**src/rtl/core/aes_pkg.sv**
```systemverilog
// Shared types, constants and stage tables of the energy stage selector.
package aes_pkg;

  localparam int unsigned IN_W  = 104;
  localparam int unsigned OUT_W = 184;

  typedef logic [2:0] stage_t;

  localparam stage_t STG_AMBIENT  = 3'd0;
  localparam stage_t STG_CHILL    = 3'd1;
  localparam stage_t STG_SPECTRUM = 3'd2;
  localparam stage_t STG_PARTY    = 3'd3;
  localparam stage_t STG_EDM      = 3'd4;

  localparam logic [1:0] REG_ATTACK  = 2'd0;
  localparam logic [1:0] REG_RELEASE = 2'd1;
  localparam logic [1:0] REG_HOLD    = 2'd2;

  localparam logic [15:0] ATTACK_RST  = 16'd16384;
  localparam logic [15:0] RELEASE_RST = 16'd7864;
  localparam logic [15:0] HOLD_RST    = 16'd3000;

  localparam logic [15:0] ONE_Q15    = 16'd32768;
  localparam logic [15:0] FAC_BASE   = 16'd18022;
  localparam logic [15:0] FAC_SCALE  = 16'd14746;
  localparam logic [15:0] SAT_BEAT   = 16'd3932;
  localparam logic [15:0] SHIFT_BEAT = 16'd1638;
  localparam logic [15:0] RECIP_25   = 16'd41943;

  typedef enum logic [2:0] {
    ST_IDLE,
    ST_FOLLOW,
    ST_UPDATE,
    ST_STAGE,
    ST_SCALE,
    ST_DIVIDE,
    ST_FIX,
    ST_DONE
  } ctrl_state_t;

  typedef struct packed {
    logic load_in;
    logic follow;
    logic update;
    logic stage;
    logic scale;
    logic divide;
    logic fix;
    logic load_out;
  } dp_cmd_t;

  function automatic logic [15:0] clamp_q15(input logic [15:0] v);
    return (v > ONE_Q15) ? ONE_Q15 : v;
  endfunction

  function automatic logic [15:0] lo_thr(input stage_t s);
    case (s)
      STG_AMBIENT:  return 16'd6554;
      STG_CHILL:    return 16'd11141;
      STG_SPECTRUM: return 16'd16384;
      default:      return 16'd21627;
    endcase
  endfunction

  function automatic logic [15:0] hi_thr(input stage_t s);
    case (s)
      STG_AMBIENT:  return 16'd9830;
      STG_CHILL:    return 16'd14418;
      STG_SPECTRUM: return 16'd19661;
      default:      return 16'd24904;
    endcase
  endfunction

  function automatic logic [6:0] st_bright(input stage_t s);
    case (s)
      STG_AMBIENT:  return 7'd45;
      STG_CHILL:    return 7'd62;
      STG_SPECTRUM: return 7'd82;
      STG_PARTY:    return 7'd95;
      default:      return 7'd100;
    endcase
  endfunction

  function automatic logic [15:0] st_sat(input stage_t s);
    case (s)
      STG_AMBIENT:  return 16'd21845;
      STG_CHILL:    return 16'd25700;
      STG_SPECTRUM: return 16'd29555;
      default:      return 16'd32768;
    endcase
  endfunction

  function automatic logic [15:0] st_move(input stage_t s);
    case (s)
      STG_AMBIENT:  return 16'd3932;
      STG_CHILL:    return 16'd7209;
      STG_SPECTRUM: return 16'd12452;
      STG_PARTY:    return 16'd19661;
      default:      return 16'd29491;
    endcase
  endfunction

  function automatic logic [15:0] st_pulse(input stage_t s);
    case (s)
      STG_AMBIENT:  return 16'd3277;
      STG_CHILL:    return 16'd7209;
      STG_SPECTRUM: return 16'd14746;
      STG_PARTY:    return 16'd27853;
      default:      return 16'd32768;
    endcase
  endfunction

  function automatic logic [15:0] st_spark(input stage_t s);
    case (s)
      STG_AMBIENT:  return 16'd1638;
      STG_CHILL:    return 16'd3932;
      STG_SPECTRUM: return 16'd14746;
      STG_PARTY:    return 16'd21299;
      default:      return 16'd29491;
    endcase
  endfunction

  function automatic logic [15:0] st_smooth(input stage_t s);
    case (s)
      STG_AMBIENT:  return 16'd24576;
      STG_CHILL:    return 16'd19661;
      STG_SPECTRUM: return 16'd11469;
      STG_PARTY:    return 16'd7209;
      default:      return 16'd3932;
    endcase
  endfunction

endpackage

```
**src/rtl/core/aes_ctrl.sv**
```systemverilog
// Sequencer of the energy stage selector: steps the datapath and owns the output valid.
module aes_ctrl (
  input  logic             clk,
  input  logic             rst,
  input  logic             s_tvalid,
  output logic             s_tready,
  output logic             m_tvalid,
  input  logic             m_tready,
  output aes_pkg::dp_cmd_t cmd
);
  import aes_pkg::*;

  ctrl_state_t state;
  ctrl_state_t state_next;
  logic        out_valid;
  logic        out_free;

  assign out_free = !out_valid || m_tready;
  assign m_tvalid = out_valid;
  assign s_tready = (state == ST_IDLE);

  always_comb begin
    state_next = state;
    case (state)
      ST_IDLE:   if (s_tvalid) state_next = ST_FOLLOW;
      ST_FOLLOW: state_next = ST_UPDATE;
      ST_UPDATE: state_next = ST_STAGE;
      ST_STAGE:  state_next = ST_SCALE;
      ST_SCALE:  state_next = ST_DIVIDE;
      ST_DIVIDE: state_next = ST_FIX;
      ST_FIX:    state_next = ST_DONE;
      ST_DONE:   if (out_free) state_next = ST_IDLE;
      default:   state_next = ST_IDLE;
    endcase
  end

  always_comb begin
    cmd = '0;
    case (state)
      ST_IDLE:   cmd.load_in  = s_tvalid;
      ST_FOLLOW: cmd.follow   = 1'b1;
      ST_UPDATE: cmd.update   = 1'b1;
      ST_STAGE:  cmd.stage    = 1'b1;
      ST_SCALE:  cmd.scale    = 1'b1;
      ST_DIVIDE: cmd.divide   = 1'b1;
      ST_FIX:    cmd.fix      = 1'b1;
      ST_DONE:   cmd.load_out = out_free;
      default:   cmd = '0;
    endcase
  end

  always_ff @(posedge clk) begin
    if (rst) begin
      state     <= ST_IDLE;
      out_valid <= 1'b0;
    end else begin
      state <= state_next;
      if (cmd.load_out) begin
        out_valid <= 1'b1;
      end else if (m_tready) begin
        out_valid <= 1'b0;
      end
    end
  end

  a_busy_after_accept: assert property (@(posedge clk) disable iff (rst)
    (s_tvalid && s_tready) |=> !s_tready)
    else $error("input taken while a frame is in flight");

  a_no_overwrite: assert property (@(posedge clk) disable iff (rst)
    cmd.load_out |-> (!out_valid || m_tready))
    else $error("held result overwritten");

  a_one_cmd: assert property (@(posedge clk) disable iff (rst)
    $onehot0(cmd))
    else $error("more than one datapath command");

  a_out_after_fix: assert property (@(posedge clk) disable iff (rst)
    cmd.fix |=> (state == ST_DONE))
    else $error("sequence skipped the result step");

endmodule

```
**src/rtl/core/aes_dp.sv**
```systemverilog
// Datapath: input capture, energy follower, stage selection and level scaling.
module aes_dp (
  input  logic                      clk,
  input  logic                      rst,
  input  aes_pkg::dp_cmd_t          cmd,
  input  logic [aes_pkg::IN_W-1:0]  in_data,
  input  logic [15:0]               attack_gain,
  input  logic [15:0]               release_gain,
  input  logic [15:0]               hold_time_ms,
  output logic [aes_pkg::OUT_W-1:0] out_data
);
  import aes_pkg::*;

  // frame registers
  logic [15:0] amp_q;
  logic [15:0] bass_q;
  logic [15:0] mid_q;
  logic [15:0] treble_q;
  logic        beat_q;
  logic [31:0] now_q;

  // persistent state
  logic [15:0] energy;
  stage_t      cur_stage;
  logic [31:0] start_ms;

  // work registers
  logic        up;
  logic [31:0] prod;
  logic [21:0] bx;
  logic [31:0] spark_prod;
  logic [35:0] qprod;
  logic [15:0] bright;

  logic [15:0] d;
  logic [15:0] gain;
  logic [32:0] step_sum;
  logic [15:0] energy_next;
  stage_t      stg;
  stage_t      stage_next;
  logic [31:0] elapsed;
  logic        hold_done;
  logic [31:0] fac_sum;
  logic [15:0] fac;
  logic [19:0] by;
  logic [15:0] q0;
  logic [19:0] rem;
  logic [16:0] sat_sum;
  logic [15:0] sat;
  logic [16:0] pulse_sum;
  logic [15:0] pulse;
  logic [31:0] spark_sum;
  stage_t      s;

  assign d        = (amp_q > energy) ? (amp_q - energy) : (energy - amp_q);
  assign gain     = (amp_q > energy) ? attack_gain : release_gain;
  assign step_sum = {1'b0, prod} + 33'd32768;
  assign energy_next = up ? (energy + step_sum[31:16]) : (energy - step_sum[31:16]);

  assign stg       = (cur_stage > STG_EDM) ? STG_EDM : cur_stage;
  assign elapsed   = now_q - start_ms;
  assign hold_done = (elapsed >= {16'd0, hold_time_ms});

  always_comb begin
    stage_next = stg;
    if (hold_done) begin
      if (stg == STG_EDM) begin
        if (energy < lo_thr(STG_PARTY)) stage_next = STG_AMBIENT;
      end else if (energy < lo_thr(stg)) begin
        stage_next = (stg == STG_AMBIENT) ? STG_AMBIENT : stage_t'(stg - 3'd1);
      end else if (energy > hi_thr(stg)) begin
        stage_next = stage_t'(stg + 3'd1);
      end
    end
  end

  assign s       = cur_stage;
  assign fac_sum = prod + 32'd16384;
  assign fac     = FAC_BASE + fac_sum[30:15];
  assign by      = bx[21:2];
  assign q0      = qprod[35:20];
  assign rem     = by - (20'(q0) * 20'd25);

  assign sat_sum   = {1'b0, st_sat(s)} + (beat_q ? {1'b0, SAT_BEAT} : 17'd0);
  assign sat       = (sat_sum > {1'b0, ONE_Q15}) ? ONE_Q15 : sat_sum[15:0];
  assign pulse_sum = {1'b0, st_pulse(s)} + 17'd2;
  assign pulse     = beat_q ? st_pulse(s) : {2'b00, pulse_sum[15:2]};
  assign spark_sum = spark_prod + 32'd16384;

  always_ff @(posedge clk) begin
    if (rst) begin
      energy    <= '0;
      cur_stage <= STG_AMBIENT;
      start_ms  <= '0;
    end else begin
      if (cmd.update) energy <= energy_next;
      if (cmd.stage) begin
        cur_stage <= stage_next;
        if (stage_next != stg) start_ms <= now_q;
      end
    end
  end

  always_ff @(posedge clk) begin
    if (cmd.load_in) begin
      amp_q    <= clamp_q15(in_data[15:0]);
      bass_q   <= clamp_q15(in_data[31:16]);
      mid_q    <= clamp_q15(in_data[47:32]);
      treble_q <= clamp_q15(in_data[63:48]);
      beat_q   <= in_data[64];
      now_q    <= in_data[96:65];
    end
    if (cmd.follow) begin
      up   <= (amp_q > energy);
      prod <= 32'(d) * 32'(gain);
    end
    if (cmd.stage) prod <= 32'(FAC_SCALE) * 32'(energy);
    if (cmd.scale) begin
      bx         <= 22'(st_bright(s)) * 22'(fac) + 22'd50;
      spark_prod <= 32'(st_spark(s)) * 32'(treble_q);
    end
    if (cmd.divide) qprod <= 36'(by) * 36'(RECIP_25);
    if (cmd.fix) bright <= (rem >= 20'd25) ? (q0 + 16'd1) : q0;
    if (cmd.load_out) begin
      out_data <= {5'd0,
                   (beat_q ? SHIFT_BEAT : 16'd0),
                   treble_q, mid_q, bass_q,
                   st_smooth(s),
                   spark_sum[30:15],
                   pulse,
                   st_move(s),
                   sat,
                   bright,
                   energy,
                   s};
    end
  end

  a_stage_range: assert property (@(posedge clk) disable iff (rst)
    cur_stage <= STG_EDM)
    else $error("stage code out of range");

  a_energy_range: assert property (@(posedge clk) disable iff (rst)
    energy <= ONE_Q15)
    else $error("energy above full scale");

  a_stage_one_step: assert property (@(posedge clk) disable iff (rst)
    cmd.stage |=> (cur_stage == $past(stg)) || (cur_stage == STG_AMBIENT)
                  || (cur_stage == stage_t'($past(stg) + 3'd1))
                  || (cur_stage == stage_t'($past(stg) - 3'd1)))
    else $error("stage jumped more than one step");

endmodule

```
**src/rtl/core/auto_energy_stage_selector_core.sv**
```systemverilog
// Top level of the energy stage selector: configuration registers, sequencer and datapath.
//
// One input beat carries an analysis frame (amplitude, bass, mid, treble, beat flag,
// millisecond time); one output beat carries the selected stage and its lighting levels.
// Both sides are valid/ready streams; a beat moves when tvalid and tready are high.
// The APB port holds attack gain, release gain and hold time at byte addresses 0, 4, 8;
// writes complete in the access cycle, pready is always high.
// Frames are taken one at a time, a new one only once the eight-step sequencer that walks
// the follower, stage decision, scaling and the divide-by-100 correction is back in idle.
// Reset (synchronous, rst high): energy, stage and stage timer clear to zero, the
// registers take their defaults, no result is pending.
// When the receiver stalls, the result is held in the output register; one more frame
// is taken and worked on, and it waits in its last step until the held result leaves.
module auto_energy_stage_selector_core (
  input  logic         clk,
  input  logic         rst,
  input  logic         s_tvalid,
  output logic         s_tready,
  // amplitude[15:0], bass[31:16], mid[47:32], treble[63:48], beat[64], now_ms[96:65]
  input  logic [103:0] s_tdata,
  output logic         m_tvalid,
  input  logic         m_tready,
  // stage[2:0], intensity[18:3], brightness[34:19], colour_saturation[50:35],
  // movement[66:51], pulse[82:67], sparkle[98:83], smoothing[114:99],
  // bass_level[130:115], mid_level[146:131], treble_level[162:147],
  // colour_shift[178:163]
  output logic [183:0] m_tdata,
  input  logic         psel,
  input  logic         penable,
  input  logic         pwrite,
  input  logic [3:0]   paddr,
  input  logic [31:0]  pwdata,
  output logic [31:0]  prdata,
  output logic         pready
);
  import aes_pkg::*;

  logic [15:0] attack_gain;
  logic [15:0] release_gain;
  logic [15:0] hold_time_ms;
  logic        cfg_wr;
  logic [1:0]  cfg_idx;
  dp_cmd_t     cmd;

  assign pready  = 1'b1;
  assign cfg_wr  = psel && penable && pwrite;
  assign cfg_idx = paddr[3:2];

  always_ff @(posedge clk) begin
    if (rst) begin
      attack_gain  <= ATTACK_RST;
      release_gain <= RELEASE_RST;
      hold_time_ms <= HOLD_RST;
    end else if (cfg_wr) begin
      case (cfg_idx)
        REG_ATTACK:  attack_gain  <= pwdata[15:0];
        REG_RELEASE: release_gain <= pwdata[15:0];
        REG_HOLD:    hold_time_ms <= pwdata[15:0];
        default:     ;
      endcase
    end
  end

  always_comb begin
    case (cfg_idx)
      REG_ATTACK:  prdata = {16'd0, attack_gain};
      REG_RELEASE: prdata = {16'd0, release_gain};
      REG_HOLD:    prdata = {16'd0, hold_time_ms};
      default:     prdata = 32'd0;
    endcase
  end

  aes_ctrl u_ctrl (
    .clk      (clk),
    .rst      (rst),
    .s_tvalid (s_tvalid),
    .s_tready (s_tready),
    .m_tvalid (m_tvalid),
    .m_tready (m_tready),
    .cmd      (cmd)
  );

  aes_dp u_dp (
    .clk          (clk),
    .rst          (rst),
    .cmd          (cmd),
    .in_data      (s_tdata),
    .attack_gain  (attack_gain),
    .release_gain (release_gain),
    .hold_time_ms (hold_time_ms),
    .out_data     (m_tdata)
  );

endmodule
```
**config.mk**
```make
export PLATFORM = sky130hd
export DESIGN_NAME = auto_energy_stage_selector_core
export DESIGN_NICKNAME = d
export VERILOG_FILES = /design/src/rtl/core/aes_pkg.sv /design/src/rtl/core/aes_ctrl.sv /design/src/rtl/core/aes_dp.sv /design/src/rtl/core/auto_energy_stage_selector_core.sv
export SDC_FILE = /design/constraint.sdc
export NUM_CORES = 2
export LEC_CHECK = 0
export BUFFER_PORTS_ARGS = -buffer_cell sky130_fd_sc_hd__buf_2
export CAP_MARGIN = 10
export CORE_MARGIN = 10
export CORE_UTILIZATION = 30
export DETAILED_ROUTE_END_ITERATION = 10
export GPL_TIMING_DRIVEN = 0
export PLACE_DENSITY_LB_ADDON = 0.2
export SETUP_SLACK_MARGIN = 0.3
export SYNTH_ARGS = -nofsm -noshare
export SYNTH_HDL_FRONTEND = slang
export SYNTH_SLANG_ARGS = --single-unit
```
**constraint.sdc**
```tcl
create_clock -name clk -period 18.9 [get_ports clk]
set_input_delay 3.78 -clock clk [delete_from_list [all_inputs] [get_ports clk]]
set_output_delay 3.78 -clock clk [all_outputs]
set_load 0.02 [all_outputs]
```
Yosys cells after proc, flatten, opt, wreduce, memory -nomap -nowiden
Index checks and enable logic that the tools add are counted.
- word-level logic and storage cells: 136
- register bits: 517
- multiplexer cells: 45
- equality and inequality tests: 18
- $add $sub $neg: 16
- magnitude comparators: 12
- multiply operators: 6
- reductions and logical operators: 15
- operator list (cell ; number):
    case mux 15 bit (4 select lines) ; 3
    two-way mux 16 bit ; 10
    case mux 16 bit (3 select lines) ; 2
    case mux 15 bit (3 select lines) ; 2
    greater-than comparator 16 bit, second input constant ; 4
    case mux 16 bit (4 select lines) ; 1
    adder 31 x 15 -> 31 bit, second input constant ; 2
    two-way mux 30 bit ; 2
    subtractor 16 bit ; 3
    multiplier 20 x 16 -> 36 bit, second input constant ; 1
    adder 32 x 16 -> 32 bit, second input constant ; 1
    >= comparator 32 x 16 -> 1 bit ; 1
    greater-than comparator 16 bit ; 2
    multiplier 16 x 16 -> 32 bit ; 1
    subtractor 32 bit ; 1
    multiplier 16 x 16 -> 31 bit ; 1
    multiplier 13 x 16 -> 29 bit, first input constant ; 1
    case mux 7 bit (4 select lines) ; 1
    two-way mux 3 bit ; 9
    case mux 3 bit (8 select lines) ; 1
    adder 22 x 6 -> 22 bit, second input constant ; 1
    multiplier 7 x 16 -> 22 bit ; 1
    >= comparator 20 x 5 -> 1 bit, second input constant ; 1
    multiplier 16 x 5 -> 20 bit, second input constant ; 1
    32 further kinds ; 59

Depth between registers and ports, before layout
- word-level depth: 17
- mapped depth: 38

Modules after synthesis
From an unflattened synthesis, not the netlist that was laid out.
- cell total of the unflattened synthesis: 5493
- area, all modules: 54402.2 um^2
- by module, submodules not included (module ; cells each ; area an instance (um^2) ; instances ; sequential area each (um^2)):
    aes_dp ; 5188 ; 51627.0 ; 1 ; 11000.6
    auto_energy_stage_selector_core ; 264 ; 2437.3 ; 1 ; 960.9
    aes_ctrl ; 41 ; 337.8 ; 1 ; 80.1

Worst setup path after synthesis
No wires, ideal clock.
- path type: input to register
- start point: in m_tready
- end point: reg u_dp.out_data[0] (netlist name) (enable)
- path slack: 8203 ps
- required time: 18241 ps
- library setup time: 659 ps
- arrival: 10038 ps
- path buffers: 0
- stages: 2
- path through: nor2b_1 -> nor2_1
- RTL lines (item ; RTL line ; source):
    from (decl) ; auto_energy_stage_selector_core.sv:22 ; input logic m_tready,
    to (signal assigned) ; aes_dp.sv:125 ; out_data <= {5'd0,
    to (decl) ; aes_dp.sv:10 ; output logic [aes_pkg::OUT_W-1:0] out_data

Final worst setup path
- start point: reg u_dp.energy[13]
- end point: reg u_dp.prod[28] (data pin)
- longest elaborated chain between the ends: 5
- elaborated cells between the ends (all ways): 9
- those cells by class: add/sub (2); mul (2); order compare (1); mux (4)
- RTL lines (item ; RTL line ; source):
    from (decl) ; aes_dp.sv:23 ; logic [15:0] energy;
    from (signal assigned) ; aes_dp.sv:96 ; if (cmd.update) energy <= energy_next;
    subtractor 16 bit / greater-than comparator 16 bit (equally long branches) ; aes_dp.sv:55, aes_dp.sv:56 ;
    two-way mux 16 bit, on equally long branches ; aes_dp.sv:55, aes_dp.sv:56 ;
    multiplier 16 x 16 -> 32 bit ; aes_dp.sv:115 ; prod <= 32'(d) * 32'(gain);
    two-way mux 30 bit ; aes_dp.sv:113 ; if (cmd.follow) begin
    two-way mux 30 bit (*) ; aes_dp.sv:117 ; if (cmd.stage) prod <= 32'(FAC_SCALE) * 32'(energy);
    to (signal assigned) ; aes_dp.sv:115 ;
    to (signal assigned) ; aes_dp.sv:117 ;
    to (decl) ; aes_dp.sv:29 ; logic [31:0] prod;
Mark *: on every way between the ends. The rest lies on a longest branch, timed or not. The select of a mux whose other input is x is not followed.
A chain may end at the register's enable or synchronous reset.

==> impl_results.md <==
* WHS at ~0.41 ns
* Synth Instances at about 5,600
* Layout area overhead at 12.8%
* Die area at approximately 0.20 mm^2
* Post-DP HPWL at between 100,000 and 150,000 um
* Initial antenna violation count at 3
* Mapped Area at 0.0546 mm^2
* Endpoints failing hold at 0
* Share of flip-flops with an asynchronous set or reset at 0%
* Slowest stage delay, CP at about 1.1 ns
* Port Buffer Count at 300
* Clk buf depth at 3
* Buf/Inv on CP at 11
* Post-synth EDFFs at about 330
* Slack of the critical path at between 6 and 7 ns
* Hold WC Path Type: register to register
* Final min period at 12.36 ns
* CTS Buf Count at between 50 and 60
* Global Route Usage Sum at between 15 and 20%
* Reg clk slew, reported paths at about 0.07 ns
* DIE WIDTH at ~450 um
* Setup TNS at 0 ns
* Fraction of layout instances using a drive strength above 1 at approximately a tenth
* WL/cell at approximately 19 um
* Seq cells post-synth at 436
* Largest delay share family, worst path: adder cells
* Row cnt at 156
* Setup repair bufs after CTS at 0
* Placed cells at around 8,300
* First-pass GRT wire length at roughly 250,000 um
* Fin nets at approximately 7,600
* Layout Cells excl Fill at between 8,000 and 9,000
* Reg2reg setup slack at around 6.5 ns
* Fin Clk Skew at between 0.04 and 0.05 ns
* Routed vias at around 40,000
* RSZ-0062 raised after global routing: false
* Core area at approximately 0.18 mm^2
* Slew Limit Fails at 0
* Grt ovf at 0
* CTS Sinks at 436
* Pin count of the biggest net entering global routing at 56
* Routed WL at 163,000 um
* Final setup viols at 0
* Yosys warnings at 0
* Startpoint Class: register
* Post-CTS Hold Fix Bufs at 0
* Post-cts sizing count at 0
* CTS H-Tree Depth at 2
* Initial Util at ~30%
* DRC errors left at 0
* Maxcap violations at 0
* Gp weighted congestion at between 0.8 and 0.9
* Worst slew pin tran at 1.32 ns
* WP data required at between 15 and 20 ns
* I/O pin cnt at 366
* Crit path capture type: register
* Status: complete, no violations
* Post-place setup slack at 6.55 ns
* Clk Latency, worst-skew pair at just over 0.7 ns
* Max-slew headroom at 11.4%
* Largest fanout on the critical path at 15
* Post-synthesis sequential area ratio at between 20% and 30%
* Iter 0 DRT Violations at 2,233
* Drt via density at between 4 and 5
* Die Y at 447 um
* Vias in the first global route at roughly 42,000
* WP data arrival at approximately 13 ns
* Antenna Nets Post-Route at 0
* Mean area per synthesized cell at between 9 and 10 um^2
* Netlist cell types at 103
* Period utilization at roughly 65%
* Pre-antenna DRT Iters at 8
* Most frequent CP cell: fa_1
* Crit-path slowest cell: dfxtp_1
* Clock root buffer: clkbuf_16
* Critical path class: register to register
* Main synth FF type: edfxtp_1
* Peak Freq at between 80 and 90 MHz
* CTS tree: yes
## worst register-to-register path, delay by kind of cell (launching register included)
family                     cells  cell delay [ns]
adders and majority gates      8             3.93
buffers and inverters         11             2.62
AOI/OAI and AO/OA              9             2.42
DFF                            1             1.13
and+or+nand+nor                4             1.00
muxes                          1             0.89
xor gates and xnor gates       1             0.12
## Yosys cell counts, drive strengths merged (31+ instances only)
cell type / instances / area share [%]
o21ai: 104 / 0.98
ha: 711 / 16
nor2b: 87 / 1.0
nand3: 100 / 0.93
a21o: 57 / 0.78
a31oi: 43 / 0.50
nor2: 318 / 2.2
o21a: 31 / 0.43
inv: 991 / 6.8
mux2i: 105 / 1.9
fa: 682 / 25
xnor2: 167 / 2.7
and2: 84 / 0.96
clkbuf: 143 / 0.99
nand2: 559 / 3.8
nor3: 84 / 0.78
nand2b: 93 / 1.1
edfxtp: 331 / 18
buf: 95 / 1.2
a21oi: 213 / 2.0
a211oi: 38 / 0.56
xor2: 83 / 1.3
dfxtp: 105 / 3.8
nand4: 39 / 0.45
and3: 69 / 0.79
## sequential cells by signal, summed over array words and instances (netlist names), 17 cells and up
register         cells
u_dp.start_ms       32
u_dp.now_q          32
u_dp.out_data      148
u_dp.spark_prod     17
u_dp.prod           18
u_dp.bx             20
## per-stage QoR
step	instance area [um^2]	utilization, %
after detailed placement	59600	32.9
after global routing	61600	34.1
after global placement	59200	32.7
after CTS	61600	34.1
after floorplan	54800	-
final	61700	34.1
## metal layers
metal	GRT usage (%)	routed length (um)	up-vias
met5	0	0	-
met4	3.98	4210	0
met3	2.04	7060	173
met2	27.8	79400	831
met1	21.0	71800	19702
li1	-	-	19230
## cells by family (layout without fill, tap and decap cells)
kind of cell,count (synthesis),in the layout,share of synthesized area [%]
AOI/OAI and AO/OA,672,672,8.23
adders and majority gates,1393,1393,41.3
DFF,436,436,22.0
and+or+nand+nor,1531,1531,13.3
xor gates and xnor gates,250,250,4.02
other,2,37,0.0137
muxes,116,116,2.16
buffers and inverters,1230,1656,9.02
## final timing paths
kind,from,end,cells after the start
worst max-delay path,u_dp.energy[13]$_SDFFE_PP0P_,u_dp.prod[28]$_DFFE_PP_,34
worst max register to register,u_dp.energy[13]$_SDFFE_PP0P_,u_dp.prod[28]$_DFFE_PP_,34
worst min-delay path,u_dp.bass_q[7]$_SDFFCE_PN0P_,u_dp.out_data[122]$_DFFE_PP_,0
worst min register to register,u_dp.bass_q[7]$_SDFFCE_PN0P_,u_dp.out_data[122]$_DFFE_PP_,0
## cells in the final DEF, fill, tap and decap left out, types with 15 or more instances in the layout
master / instances
a211oi_1: 35
a21o_1: 57
a21oi_1: 212
a31oi_1: 42
and2_1: 82
and3_1: 69
buf_2: 322
buf_4: 58
clkbuf_1: 147
clkbuf_16: 61
conb_1: 35
dfxtp_1: 105
edfxtp_1: 331
fa_1: 682
ha_1: 711
inv_1: 989
mux2i_1: 104
nand2_1: 558
nand2b_1: 93
nand3_1: 99
nand4_1: 39
nor2_1: 315
nor2b_1: 87
nor3_1: 83
nor4_1: 25
o211ai_1: 18
o21a_1: 31
o21ai_0: 96
o21bai_1: 16
o311ai_0: 15
o31ai_1: 17
or3_1: 23
xnor2_1: 163
xor2_1: 83
## final cells by class
class	instances	area, um^2
tap	2370	2970
clock buffer	78	1670
multi-input combinational	3997	37800
timing repair buffer	316	1820
inverter	992	3720
sequential	436	12000
clock inverter	32	389
antenna	2	5.00
buffer	238	1200
fill	18533	119000
Power is left out: the tool's default activity adds up to more than one toggle a clock period on the data nets, which glitch-free logic cannot reach.
